`config.mk`:
```
export PLATFORM = sky130hd
export DESIGN_NAME = integer_to_ascii_formatter
export DESIGN_NICKNAME = d
export VERILOG_FILES = /design/src/itoa_pkg.sv /design/src/itoa_ctrl.sv /design/src/itoa_datapath.sv /design/src/integer_to_ascii_formatter.sv
export VERILOG_INCLUDE_DIRS = /design/src /design/src/src
export SDC_FILE = /design/constraint.sdc
export NUM_CORES = 1
export LEC_CHECK = 0
export BUFFER_PORTS_ARGS = -buffer_cell sky130_fd_sc_hd__buf_2
export CORE_UTILIZATION = 30
export CTS_CLUSTER_SIZE = 20
export DETAILED_ROUTE_END_ITERATION = 8
export PLACE_DENSITY_LB_ADDON = 0.12
export RECOVER_POWER = 100
export SYNTH_ARGS = -nofsm -noshare
export SYNTH_HDL_FRONTEND = slang
export SYNTH_HIERARCHICAL = 1
export SYNTH_SLANG_ARGS = --single-unit
```
`constraint.sdc`:
```
create_clock -name clock -period 5.7 [get_ports clock]
set_clock_uncertainty 0.1 [all_clocks]
set_input_delay 0.285 -clock clock [delete_from_list [all_inputs] [get_ports clock]]
set_output_delay 0.285 -clock clock [all_outputs]
set_load 0.005 [all_outputs]
```
`src/integer_to_ascii_formatter_assert.svh`:
```
// Assertion macros for the integer to ASCII formatter.
// Include guard keeps the macros defined once per compilation unit.
`ifndef INTEGER_TO_ASCII_FORMATTER_ASSERT_SVH
`define INTEGER_TO_ASCII_FORMATTER_ASSERT_SVH

// Same-cycle implication.
`define IAF_ASSERT_SAME(lbl, clk, rst, ante, cons) \
   lbl: assert property (@(posedge clk) disable iff (rst) (ante) |-> (cons)) \
      else $error("itoa: same-cycle check failed");

// Next-cycle implication.
`define IAF_ASSERT_NEXT(lbl, clk, rst, ante, cons) \
   lbl: assert property (@(posedge clk) disable iff (rst) (ante) |=> (cons)) \
      else $error("itoa: next-cycle check failed");

`endif

```
`src/itoa_pkg.sv`:
```
// ----------------------------------------------------------------------------
// itoa_pkg
// Shared widths, codes, payload types and helpers of the integer formatter.
// ----------------------------------------------------------------------------
package itoa_pkg;

   localparam int WORD_BITS  = 32;
   localparam int VALUE_W    = 32;
   localparam int MODE_W     = 2;
   localparam int CHAR_W     = 8;

   // decimal digits needed: floor(WORD_BITS * log10(2)) + 1
   localparam int DEC_DIGITS = (WORD_BITS * 30103) / 100000 + 1;
   localparam int HEX_DIGITS = (WORD_BITS + 3) / 4;
   localparam int NUM_DIGITS = (DEC_DIGITS > HEX_DIGITS) ? DEC_DIGITS : HEX_DIGITS;
   localparam int DIG_W      = NUM_DIGITS * 4;
   localparam int EXT_W      = (WORD_BITS > VALUE_W) ? WORD_BITS : VALUE_W;
   localparam int CNT_W      = $clog2(WORD_BITS + 1);
   localparam int LEFT_W     = $clog2(NUM_DIGITS + 1);
   localparam int IDX_W      = $clog2(NUM_DIGITS);

   localparam logic [MODE_W-1:0] MODE_UNSIGNED = 2'd0;
   localparam logic [MODE_W-1:0] MODE_SIGNED   = 2'd1;
   localparam logic [MODE_W-1:0] MODE_HEX      = 2'd2;

   localparam logic [CHAR_W-1:0] CH_ZERO  = 8'h30;
   localparam logic [CHAR_W-1:0] CH_ALPHA = 8'h41;
   localparam logic [CHAR_W-1:0] CH_MINUS = 8'h2D;

   typedef struct packed {
      logic [MODE_W-1:0]  mode;
      logic [VALUE_W-1:0] value;
   } req_type;

   typedef struct packed {
      logic [CHAR_W-1:0] ascii_char;
      logic              last_char;
   } rsp_type;

   // controller to datapath
   typedef struct packed {
      logic load;
      logic conv_step;
      logic skip_step;
      logic put_sign;
      logic put_digit;
   } cmd_type;

   // datapath to controller
   typedef struct packed {
      logic conv_done;
      logic top_zero;
      logic left_one;
      logic neg;
      logic out_free;
   } sts_type;

   function automatic logic [CHAR_W-1:0] digit_char(input logic [3:0] d);
      logic [CHAR_W-1:0] d_ext;
      d_ext = {{(CHAR_W-4){1'b0}}, d};
      if (d < 4'd10) begin
         digit_char = CH_ZERO + d_ext;
      end else begin
         digit_char = CH_ALPHA + d_ext - 8'd10;
      end
   endfunction

endpackage

```
`src/itoa_ctrl.sv`:
```
// ----------------------------------------------------------------------------
// itoa_ctrl
// Sequencer: load, binary-to-BCD shifts, leading-zero skip, sign, digits.
// ----------------------------------------------------------------------------
module itoa_ctrl (
   input  logic              clock,
   input  logic              reset,
   input  logic              req_valid,
   output logic              req_ready,
   input  itoa_pkg::sts_type sts,
   output itoa_pkg::cmd_type cmd
);
   import itoa_pkg::*;

   localparam logic [2:0] ST_IDLE = 3'd0;
   localparam logic [2:0] ST_CONV = 3'd1;
   localparam logic [2:0] ST_SKIP = 3'd2;
   localparam logic [2:0] ST_SIGN = 3'd3;
   localparam logic [2:0] ST_EMIT = 3'd4;

   logic [2:0] state_ff;
   logic [2:0] state_in;

   assign req_ready = (state_ff == ST_IDLE);

   always_comb begin
      state_in = state_ff;
      cmd      = '0;
      unique case (state_ff)
         ST_IDLE: begin
            if (req_valid) begin
               cmd.load = 1'b1;
               state_in = ST_CONV;
            end
         end
         ST_CONV: begin
            // hex loads with a zero shift count and falls straight through
            if (sts.conv_done) begin
               state_in = ST_SKIP;
            end else begin
               cmd.conv_step = 1'b1;
            end
         end
         ST_SKIP: begin
            if (sts.top_zero && !sts.left_one) begin
               cmd.skip_step = 1'b1;
            end else if (sts.neg) begin
               state_in = ST_SIGN;
            end else begin
               state_in = ST_EMIT;
            end
         end
         ST_SIGN: begin
            if (sts.out_free) begin
               cmd.put_sign = 1'b1;
               state_in     = ST_EMIT;
            end
         end
         ST_EMIT: begin
            if (sts.out_free) begin
               cmd.put_digit = 1'b1;
               if (sts.left_one) begin
                  state_in = ST_IDLE;
               end
            end
         end
         default: begin
            state_in = ST_IDLE;
         end
      endcase
   end

   always_ff @(posedge clock) begin
      if (reset) begin
         state_ff <= ST_IDLE;
      end else begin
         state_ff <= state_in;
      end
   end

endmodule

```
`src/itoa_datapath.sv`:
```
// ----------------------------------------------------------------------------
// itoa_datapath
// Magnitude, double-dabble digit register, digit pointer and output register.
// ----------------------------------------------------------------------------
module itoa_datapath (
   input  logic              clock,
   input  logic              reset,
   input  itoa_pkg::req_type req_data,
   input  logic              rsp_ready,
   output logic              rsp_valid,
   output itoa_pkg::rsp_type rsp_data,
   input  itoa_pkg::cmd_type cmd,
   output itoa_pkg::sts_type sts
);
   import itoa_pkg::*;

   logic [WORD_BITS-1:0] mag_ff, mag_in;
   logic [DIG_W-1:0]     dig_ff, dig_in;
   logic [CNT_W-1:0]     cnt_ff, cnt_in;
   logic [LEFT_W-1:0]    left_ff, left_in;
   logic                 neg_ff, neg_in;
   rsp_type              rsp_data_ff, rsp_data_in;
   logic                 rsp_valid_ff, rsp_valid_in;

   logic [EXT_W-1:0]     val_ext;
   logic [WORD_BITS-1:0] val_w;
   logic [WORD_BITS-1:0] load_mag;
   logic                 load_neg;
   logic                 load_hex;
   logic [DIG_W-1:0]     hex_dig;
   logic [DIG_W-1:0]     adj;
   logic [LEFT_W-1:0]    left_m1;
   logic [IDX_W-1:0]     top_idx;
   logic [3:0]           top_dig;

   always_comb begin
      val_ext              = '0;
      val_ext[VALUE_W-1:0] = req_data.value;
      val_w                = val_ext[WORD_BITS-1:0];
      load_hex             = req_data.mode[1];
      load_neg             = (req_data.mode == MODE_SIGNED) && val_w[WORD_BITS-1];
      // most negative value wraps to its true magnitude
      load_mag             = load_neg ? (~val_w + 1'b1) : val_w;
      hex_dig                = '0;
      hex_dig[WORD_BITS-1:0] = load_mag;
   end

   // add 3 to every BCD digit of 5 or more before the shift
   always_comb begin
      for (int i = 0; i < NUM_DIGITS; i++) begin
         adj[i*4 +: 4] = (dig_ff[i*4 +: 4] >= 4'd5) ? (dig_ff[i*4 +: 4] + 4'd3)
                                                   : dig_ff[i*4 +: 4];
      end
   end

   assign left_m1 = left_ff - 1'b1;
   assign top_idx = left_m1[IDX_W-1:0];
   assign top_dig = dig_ff[top_idx*4 +: 4];

   assign sts.conv_done = (cnt_ff == '0);
   assign sts.top_zero  = (top_dig == 4'd0);
   assign sts.left_one  = (left_ff == LEFT_W'(1));
   assign sts.neg       = neg_ff;
   assign sts.out_free  = !rsp_valid_ff || rsp_ready;

   always_comb begin
      mag_in       = mag_ff;
      dig_in       = dig_ff;
      cnt_in       = cnt_ff;
      left_in      = left_ff;
      neg_in       = neg_ff;
      rsp_data_in  = rsp_data_ff;
      rsp_valid_in = rsp_valid_ff;

      if (cmd.load) begin
         mag_in  = load_mag;
         neg_in  = load_neg;
         if (load_hex) begin
            dig_in  = hex_dig;
            cnt_in  = '0;
            left_in = LEFT_W'(HEX_DIGITS);
         end else begin
            dig_in  = '0;
            cnt_in  = CNT_W'(WORD_BITS);
            left_in = LEFT_W'(DEC_DIGITS);
         end
      end else if (cmd.conv_step) begin
         dig_in = {adj[DIG_W-2:0], mag_ff[WORD_BITS-1]};
         mag_in = mag_ff << 1;
         cnt_in = cnt_ff - 1'b1;
      end else if (cmd.skip_step) begin
         left_in = left_m1;
      end

      priority if (cmd.put_sign) begin
         rsp_data_in.ascii_char = CH_MINUS;
         rsp_data_in.last_char  = 1'b0;
         rsp_valid_in           = 1'b1;
      end else if (cmd.put_digit) begin
         rsp_data_in.ascii_char = digit_char(top_dig);
         rsp_data_in.last_char  = sts.left_one;
         rsp_valid_in           = 1'b1;
         left_in                = left_m1;
      end else if (rsp_ready) begin
         rsp_valid_in = 1'b0;
      end else begin
         // character still waiting to be taken
         rsp_valid_in = rsp_valid_ff;
      end
   end

   always_ff @(posedge clock) begin
      if (reset) begin
         rsp_valid_ff <= 1'b0;
         cnt_ff       <= '0;
         left_ff      <= LEFT_W'(1);
         neg_ff       <= 1'b0;
      end else begin
         rsp_valid_ff <= rsp_valid_in;
         cnt_ff       <= cnt_in;
         left_ff      <= left_in;
         neg_ff       <= neg_in;
      end
   end

   always_ff @(posedge clock) begin
      mag_ff      <= mag_in;
      dig_ff      <= dig_in;
      rsp_data_ff <= rsp_data_in;
   end

   assign rsp_valid = rsp_valid_ff;
   assign rsp_data  = rsp_data_ff;

endmodule

```
`src/integer_to_ascii_formatter.sv`:
```
// ----------------------------------------------------------------------------
// integer_to_ascii_formatter
// Formats one word as unsigned decimal, signed decimal or upper-case hex text.
// ----------------------------------------------------------------------------
// One request at a time. A decimal request is loaded, then runs WORD_BITS
// (32) double-dabble shifts in the binary-to-BCD register and a check that the
// shifts have finished; a hex request skips the shifts. Leading zero digits
// are then dropped at one per cycle, the skip state picks sign or digits, and
// the characters (optional '-', then digits, most significant first) leave at
// one per cycle through an output register unless the receiver holds them
// back. A new request is taken the cycle after the last character has been
// handed to the output register.
`include "integer_to_ascii_formatter_assert.svh"

module integer_to_ascii_formatter (
   input  logic              clock,
   input  logic              reset,
   input  logic              req_valid,
   output logic              req_ready,
   input  itoa_pkg::req_type req_data,
   output logic              rsp_valid,
   input  logic              rsp_ready,
   output itoa_pkg::rsp_type rsp_data
);
   import itoa_pkg::*;

   cmd_type cmd;
   sts_type sts;

   itoa_ctrl u_ctrl (
      .clock     (clock),
      .reset     (reset),
      .req_valid (req_valid),
      .req_ready (req_ready),
      .sts       (sts),
      .cmd       (cmd)
   );

   itoa_datapath u_datapath (
      .clock     (clock),
      .reset     (reset),
      .req_data  (req_data),
      .rsp_ready (rsp_ready),
      .rsp_valid (rsp_valid),
      .rsp_data  (rsp_data),
      .cmd       (cmd),
      .sts       (sts)
   );

   `IAF_ASSERT_NEXT(a_busy_after_req, clock, reset, req_valid && req_ready, !req_ready)
   `IAF_ASSERT_SAME(a_put_needs_slot, clock, reset, cmd.put_sign || cmd.put_digit, sts.out_free)
   `IAF_ASSERT_SAME(a_skip_keeps_one, clock, reset, cmd.skip_step, !sts.left_one)
   `IAF_ASSERT_SAME(a_one_command, clock, reset, 1'b1, $onehot0(cmd))

endmodule

```
==> results of run 1 <==
flip-flops by register name (all words and copies together) (netlist names):
signal and count:
u_datapath/dig_ff 40, u_datapath/mag_ff 32, u_datapath/rsp_data 8, u_datapath/cnt_ff 6
u_datapath/left_ff 4, u_ctrl/state_ff 3, u_datapath/neg_ff 1, u_datapath/rsp_valid 1
Yosys cell counts (2+ instances only):
| cell | count |
|---|---|
| a31oi_1 | 5 |
| a22o_1 | 2 |
| xnor2_1 | 31 |
| dfxtp_1 | 23 |
| nor2_1 | 75 |
| ha_1 | 26 |
| xor2_1 | 29 |
| mux2i_1 | 16 |
| a32o_1 | 2 |
| clkbuf_8 | 2 |
| a22oi_2 | 2 |
| mux2_2 | 2 |
| or4_1 | 2 |
| nor4_1 | 4 |
| nor3_2 | 2 |
| buf_2 | 3 |
| buf_6 | 4 |
| o21ai_0 | 47 |
| buf_4 | 3 |
| nor3_1 | 17 |
| edfxtp_1 | 72 |
| o41ai_1 | 2 |
| clkbuf_1 | 25 |
| nand2b_1 | 14 |
| o31ai_1 | 12 |
| inv_1 | 37 |
| and3_1 | 3 |
| a22oi_1 | 3 |
| nand4b_1 | 2 |
| o21ai_1 | 2 |
| a21oi_1 | 78 |
| a21o_1 | 2 |
| and2_1 | 3 |
| o21bai_1 | 2 |
| mux4_2 | 2 |
| a211oi_1 | 3 |
| nand2_1 | 22 |
| nand3_1 | 35 |
| nor3b_1 | 13 |
report_power, final:
part | internal [W] | switching [W] | leakage, nW
combinational | 0.000723 | 0.00107 | 1.46
clock | 0.000336 | 0.000271 | 0.135
sequential | 0.00127 | 0.000274 | 0.887
cell families after synthesis:
family	after synthesis	share of synthesized area, %
and+or+nand+nor	205	17.2
xor gates and xnor gates	60	8.61
other	1	0.0614
buffers and inverters	74	5.62
muxes	21	3.98
DFF	95	43.0
AOI/OAI and AO/OA	170	16.2
adders and majority gates	26	5.33
final cells by class:
cell class                 instances  area (um^2)  area share [%]
clock buffer                       9          225            3.33
clock inverter                     6         60.1           0.888
inverter                          37          139            2.05
multi-input combinational        483         3130            46.3
sequential                        95         2620            38.8
tap                              265          332            4.90
timing repair buffer              51          255            3.77
layer usage:
layer	share of wire, %	vias up	track usage (%)
met2	45	60	23.0
met4	1.6	0	5.48
met5	0	-	0
met3	2.8	14	2.38
li1	-	2380	-
met1	51	2177	20.0
how the worst min path moves through the flow:
stage / to / slack (ps) / cells after the start
2_1_floorplan: u_ctrl/state_ff[1] / 260 / 1
3_3_place_gp: u_datapath/rsp_data[2] / 370 / 1
3_5_place_dp: u_datapath/rsp_data[7] / 360 / 1
4_1_cts: u_datapath/dig_ff[13] / 180 / 3
5_1_grt: u_datapath/dig_ff[15] / 220 / 3
6_report: u_datapath/dig_ff[13] / 190 / 3
metrics by stage:
stage	worst slack [ps]	hold slack, ps
after floorplan	1910	262
after global placement	1270	366
after detailed placement	1130	359
after CTS	1100	184
after global routing	316	218
final	783	191
tightest hold or removal path, cell delays in order:
cell     delay [ps]
buf_2           110
nand3_1          70
o21ai_0          70
==> flow_summary.json, run 1 <==
{
  "ios": 49,
  "core_um2": 19700,
  "antenna_found_initial": 0,
  "clk_latency_ps": 350,
  "place_area_um2": 6500,
  "synth_cells": 652,
  "fin_util_pct": 34.3,
  "dieArea_um2": 20900,
  "end_kind": "flip-flop",
  "violations": "capacitance limit, slew limit",
  "grt_pass1_wl_um": 23500,
  "crit_buf_inv": 1,
  "cts_setup_buffers": 0,
  "endpoint": "u_datapath/dig_ff[35]",
  "post_cts_resized": 0,
  "final_cells": 946,
  "wire_per_inst_um": 15.2,
  "synth_area_leaders": "edfxtp_1 (35%), dfxtp_1 (7.5%), a21oi_1 (6.4%), ha_1 (5.3%), nor2_1 (4.6%)",
  "crit_fanout": 56,
  "drcViolationCount": 0,
  "cpLargestDelayFamily": "simple AND/OR/NAND/NOR gates",
  "grt_pass1_vias": 4483,
  "yosys_register_bits": 95,
  "yosysUniqueCellTypes": 62,
  "rows": 51,
  "drtPass1Iterations": 5,
  "nets": 741,
  "cts_buffers": 9,
  "start_util_pct": 31.0,
  "crit_arrival_ps": 4820,
  "synth.largest_area_cell": "edfxtp_1",
  "rr_endpoint": "u_datapath/dig_ff[35]",
  "yosysSeqAreaShare_pct": 43.0,
  "dp.cells": 931,
  "syn-mean-instance-area_um2": 9.36,
  "cp_num_cells": 4,
  "slew_headroom_pct": -91.2,
  "min_period_ps": 4920,
  "rsz0062_at_grt": "no",
  "antennaDiodeCount": 0,
  "synth_top_area_share_pct": 35.4,
  "rrSetupSlack_ps": 780,
  "cts_tree": "yes",
  "reg2reg_from": "u_ctrl/state_ff[0]",
  "critPathMaxStageDelay_ps": 2100,
  "final_common_cell": "a21oi_1",
  "stdcell_area_um2": 6770,
  "required_ps": 5610,
  "gp_congestion": 0.791,
  "wirelength_um": 14400,
  "report.final.setup_viol": 0,
  "worstPathCellList": "nor3_1 > and2_0 > or2_1 > buf_4",
  "finalSetupTns_ps": 0,
  "hold_buffers": 0,
  "synth-edff-count": 72,
  "via_per_inst": 4.90,
  "fin_total_pwr_w": 0.00394,
  "die_w_um": 145,
  "clock_path_buffers": 2,
  "drt_iter0_markers": 257,
  "period_share_pct": 86.3,
  "p_per_area_nw_per_um2": 583,
  "fmax_ghz": 0.203,
  "overflow": 0,
  "grt_max_degree": 89,
  "outcome": "finished, violations left",
  "hold_start": "req_data[13]",
  "num_vias": 4631,
  "worstMarginPinSlew_ps": 2870,
  "syn_nets": 716,
  "crit_path_start_kind": "flip-flop",
  "grtUsageTotal_pct": 14.6,
  "synth_top_flop_cell": "edfxtp_1",
  "critPathSlowestCell": "and2_0",
  "slew_violations": 57,
  "ant_nets": 0,
  "clk_pin_slew_ps": 70,
  "numClockSinks": 95,
  "critPathKind": "reg -> reg",
  "drive_gt1_share_pct": 10.9,
  "htree_num_levels": 3,
  "netlist_area_um2": 6100,
  "ir_worst_vdd_uv": 238,
  "layout_common_cells": "a21oi_1 (78), nor2_1 (75), edfxtp_1 (72)",
  "p_leak_nw": 2.48,
  "fp.dieH_um": 145,
  "rr_worst_depth": 4,
  "nFillCells": 2038,
  "dp_hpwl_um": 10400,
  "io_buffers": 47,
  "syn_to_final_growth_pct": 10.9,
  "critical_path.startpoint": "u_ctrl/state_ff[0]",
  "cts-root-buf": "clkbuf_16",
  "drv_cap": 1,
  "hold_violations": 0,
  "synthArstFlopShare_pct": 0,
  "min_path_type": "in -> reg",
  "yosysWarnings": 6
}
No activity file was read; power rests on OpenSTA's default activity.
==> inputs of run 2 (changes only) <==
Settings changed: CORE_ASPECT_RATIO set to 1.25.
==> flow_summary.json, run 2 (synthesis gave the netlist of run 1 again) <==
{
  "overflow": 0,
  "clk_pin_slew_ps": 70,
  "p_int_w": 0.00233,
  "rows": 57,
  "cts-root-buf": "clkbuf_16",
  "start_util_pct": 31.0,
  "post_cts_resized": 0,
  "reg2reg_from": "u_datapath/left_ff[0]",
  "nFillCells": 2095,
  "dieArea_um2": 20900,
  "cts_tree": "yes",
  "clk_latency_ps": 350,
  "critPathKind": "reg -> reg",
  "cts_setup_buffers": 0,
  "gp_congestion": 0.786,
  "drt_iter0_markers": 239,
  "clock_path_buffers": 2,
  "dp_hpwl_um": 10000,
  "ant_nets": 0,
  "crit_path_start_kind": "flip-flop",
  "drive_gt1_share_pct": 10.4,
  "grt_pass1_wl_um": 23200,
  "hold_buffers": 0,
  "die_w_um": 130,
  "min_path_type": "in -> reg",
  "switching_share_pct": 40.5,
  "rr_endpoint": "u_datapath/left_ff[2]",
  "via_per_inst": 4.91,
  "slew_violations": 70,
  "io_buffers": 47,
  "hold_violations": 0,
  "crit_arrival_ps": 4830,
  "layout_common_cells": "a21oi_1 (78), nor2_1 (75), edfxtp_1 (72)",
  "seqPwrFrac_pct": 39.6,
  "multi_input_area_um2": 3130,
  "fmax_ghz": 0.215,
  "rr_worst_depth": 14,
  "period_share_pct": 81.7,
  "outcome": "finished, violations left",
  "core_um2": 19700,
  "drcViolationCount": 0,
  "p_leak_nw": 2.47,
  "slew_headroom_pct": -108,
  "cts_buffers": 9,
  "grt_pass1_vias": 4546,
  "rsz0062_at_grt": "no",
  "wire_per_inst_um": 14.9,
  "drtPass1Iterations": 4,
  "fin_total_pwr_w": 0.00392,
  "crit_fanout": 19,
  "p_comb_share_pct": 45.3,
  "grt_max_degree": 76,
  "violations": "capacitance limit, slew limit",
  "antenna_found_initial": 0,
  "top_register": "u_datapath/dig_ff",
  "end_kind": "flip-flop",
  "register_area_um2": 2620,
  "critical_path.startpoint": "u_datapath/left_ff[0]",
  "htree_num_levels": 3,
  "p_per_area_nw_per_um2": 581,
  "drv_cap": 1,
  "antennaDiodeCount": 0,
  "largest_reg_flops": 40,
  "grtUsageTotal_pct": 14.2,
  "finalSetupTns_ps": 0,
  "ios": 49,
  "wirelength_um": 14100,
  "netSwitchingPower_w": 0.00159,
  "final_common_cell": "a21oi_1",
  "endpoint": "u_datapath/left_ff[2]",
  "num_vias": 4645,
  "report.final.setup_viol": 0,
  "worstMarginPinSlew_ps": 3120,
  "rrSetupSlack_ps": 1040,
  "fp.dieH_um": 161,
  "required_ps": 5870,
  "clock_power_share_pct": 15.1,
  "ir_worst_vdd_uv": 297,
  "min_period_ps": 4660,
  "nets": 740,
  "syn_to_final_growth_pct": 10.7,
  "numClockSinks": 95
}
## run 2: how the worst min path moves through the flow
stage / cells after the start / end / start
2_1_floorplan: 1 / u_ctrl/state_ff[1] / reset
3_3_place_gp: 1 / u_datapath/rsp_data[7] / u_datapath/rsp_data[7]
3_5_place_dp: 1 / u_datapath/rsp_data[7] / u_datapath/rsp_data[7]
4_1_cts: 3 / u_datapath/dig_ff[21] / req_data[21]
5_1_grt: 3 / u_datapath/mag_ff[31] / req_data[31]
6_report: 2 / u_datapath/left_ff[1] / reset
## run 2: worst max-delay path, stage by stage, from the launching register on
cell and delay (ps):
dfxtp_1 700, inv_1 200, ha_1 880, mux2i_1 300
a22oi_1 120, a22oi_1 480, ha_1 300, and3_1 170
and2b_4 160, nor3b_1 170, inv_1 60, o21ai_0 490
nand2_1 130, xor2_1 160, nor3b_1 170
## run 2: final cells by class
type	count	area share, %
flip-flops and latches	95	38.8
multi-input cells	483	46.4
well taps	265	4.91
clock inverters	4	0.685
repair buffers	50	3.67
clock buffers	12	3.50
inverters	37	2.06
## run 2: stage by stage
stage	utilization [%]	cell area [um^2]	hold WS [ps]	worst slack [ps]	instances
2_1_floorplan	-	6100	262	1910	652
3_3_place_gp	33.0	6490	375	1300	930
3_5_place_dp	33.0	6490	364	1180	930
4_1_cts	34.4	6780	182	1140	946
5_1_grt	34.3	6750	216	406	946
6_report	34.3	6750	202	1040	946
## run 2: power by group through the flow
stage | clock network, W | registers, W | logic [W]
final | 0.000594 | 0.00155 | 0.00178
after global routing | 0.000641 | 0.00161 | 0.00203
after CTS | 0.000621 | 0.00156 | 0.00181
after detailed placement | 0 | 0.00157 | 0.00180
after global placement | 0 | 0.00158 | 0.00175
after floorplan | 0 | 0.00145 | 0.00146
## run 2: metal layers
metal  up-vias  part of all wire [%]  wire [um]  GRT usage, %
met3        15                   2.5        348          1.95
met4         0                   1.7        238          5.60
li1       2387                     -          -             -
met5         -                     0          0             0
met1      2187                    48       6730          18.3
met2        56                    48       6760          23.8
==> inputs of run 3 (changes only) <==
Clock period 5.7 ns to 4.3 ns, I/O delays scaled along.
==> flow_summary.json, run 3 (synthesis gave the netlist of run 1 again) <==
{
  "ir_worst_vdd_uv": 307,
  "hold_buffers": 0,
  "hold_path_depth": 3,
  "fp.dieH_um": 161,
  "use_met3_pct": 2.29,
  "gp_congestion": 0.810,
  "numClockSinks": 95,
  "grtUsageTotal_pct": 14.6,
  "slew_headroom_pct": -29.5,
  "antennaDiodeCount": 0,
  "violations": "capacitance limit, slew limit",
  "largest_reg_flops": 40,
  "required_ps": 4470,
  "final_common_cell": "a21oi_1",
  "slew_violations": 53,
  "grtUsageMet2_pct": 23.5,
  "wirelength_um": 14600,
  "rows": 57,
  "drv_cap": 1,
  "grt_pass1_wl_um": 23700,
  "min_path_type": "in -> reg",
  "rr_worst_depth": 15,
  "outcome": "finished, violations left",
  "via_per_inst": 4.89,
  "syn_to_final_growth_pct": 11.4,
  "drtPass1Iterations": 4,
  "cts-root-buf": "clkbuf_16",
  "crit_path_start_kind": "flip-flop",
  "hold_violations": 0,
  "finalSetupTns_ps": 0,
  "ant_nets": 0,
  "die_w_um": 130,
  "layout_common_cells": "a21oi_1 (78), nor2_1 (75), edfxtp_1 (72)",
  "rsz0062_at_grt": "no",
  "htree_num_levels": 3,
  "clk_pin_slew_ps": 70,
  "antenna_found_initial": 0,
  "ios": 49,
  "report.final.setup_viol": 0,
  "crit_arrival_ps": 4080,
  "start_util_pct": 31.0,
  "nFillCells": 2077,
  "cts_tree": "yes",
  "critPathKind": "reg -> reg",
  "worstMarginPinSlew_ps": 1940,
  "dieArea_um2": 20900,
  "wire_per_inst_um": 15.3,
  "fin_total_pwr_w": 0.00527,
  "dp_hpwl_um": 10400,
  "post_cts_resized": 0,
  "drcViolationCount": 0,
  "p_leak_nw": 2.50,
  "top_register": "u_datapath/dig_ff",
  "holdPathEnd": "u_datapath/dig_ff[21]",
  "nets": 743,
  "core_um2": 19700,
  "grt_max_degree": 93,
  "drive_gt1_share_pct": 11.7,
  "rr_endpoint": "u_datapath/left_ff[2]",
  "reg2reg_from": "u_datapath/left_ff[1]",
  "grt_pass1_vias": 4659,
  "grt_busiest_layer": "met2",
  "fmax_ghz": 0.256,
  "num_vias": 4641,
  "cts_setup_buffers": 0,
  "drt_iter0_markers": 343,
  "p_per_area_nw_per_um2": 774,
  "cts_buffers": 9,
  "rrSetupSlack_ps": 400,
  "use_met1_pct": 19.0,
  "hold_start": "req_data[21]",
  "clk_latency_ps": 360,
  "period_share_pct": 90.8,
  "overflow": 0,
  "clock_path_buffers": 2,
  "min_period_ps": 3900,
  "end_kind": "flip-flop",
  "io_buffers": 47,
  "crit_fanout": 11
}
==> run 3: cell count changes in the layout (fill, tap and decap cells not counted) <==
cell / previous run / this run
clkinv_4: 0 / 3
a21boi_1: 1 / 0
buf_4: 3 / 5
clkinv_2: 1 / 2
a21boi_0: 0 / 1
clkbuf_1: 11 / 8
clkinv_1: 1 / 0
a22oi_2: 0 / 2
and2_0: 1 / 0
and2_1: 2 / 3
buf_2: 39 / 40
a22oi_1: 5 / 3
==> run 3: critical path, cell delays in order, from the launching register on <==
cell and delay (ps):
dfxtp_1 370, inv_1 70, ha_1 530, buf_4 280
mux2i_1 230, a211oi_1 110, a22oi_2 340, ha_1 270
and3_1 170, and2b_4 150, nor3b_1 170, inv_1 50
o21ai_0 510, nand2_1 140, xor2_1 160, nor3b_1 170
==> run 3: area by class of cell <==
type,count,area [um^2],share of cell area (%)
sequential,95,2620,38.6
tap,265,332,4.88
inverter,37,139,2.04
clock inverter,7,73.8,1.09
multi-input combinational,483,3140,46.2
clock buffer,9,225,3.31
timing repair buffer,53,268,3.94
==> run 3: per-stage QoR <==
| stage | cells | instance area, um^2 | utilization (%) | worst slack [ps] | hold WS (ps) |
|---|---|---|---|---|---|
| 3_3_place_gp | 933 | 6520 | 33.1 | 589 | 369 |
| 6_report | 949 | 6800 | 34.5 | 396 | 132 |
| 5_1_grt | 949 | 6800 | 34.5 | 45.6 | 141 |
| 3_5_place_dp | 933 | 6520 | 33.1 | 403 | 364 |
| 2_1_floorplan | 652 | 6100 | - | 515 | 192 |
| 4_1_cts | 949 | 6820 | 34.6 | 382 | 111 |
==> run 3: layer usage <==
metal | up-vias | part of all wire [%]
li1 | 2394 | -
met1 | 2168 | 47
met2 | 59 | 48
met3 | 20 | 2.6
met4 | 0 | 2.4
met5 | - | 0
==> run 3: power breakdown <==
group / internal (W) / switching (W)
clock: 0.000452 / 0.000372
sequential: 0.00169 / 0.000358
combinational: 0.000959 / 0.00143
total: 0.00310 / 0.00216
==> run 3: how the worst max path moves through the flow <==
stage | from | depth (start not counted) | end | slack [ps]
CTS | u_datapath/left_ff[1] | 15 | u_datapath/left_ff[2] | 380
floorplan | u_datapath/left_ff[0] | 18 | u_datapath/left_ff[2] | 510
global route | u_ctrl/state_ff[0] | 6 | u_datapath/dig_ff[0] | 50
global placement | u_datapath/left_ff[1] | 15 | u_datapath/left_ff[2] | 590
detailed placement | u_datapath/left_ff[1] | 15 | u_datapath/left_ff[2] | 400
finish | u_datapath/left_ff[1] | 15 | u_datapath/left_ff[2] | 400
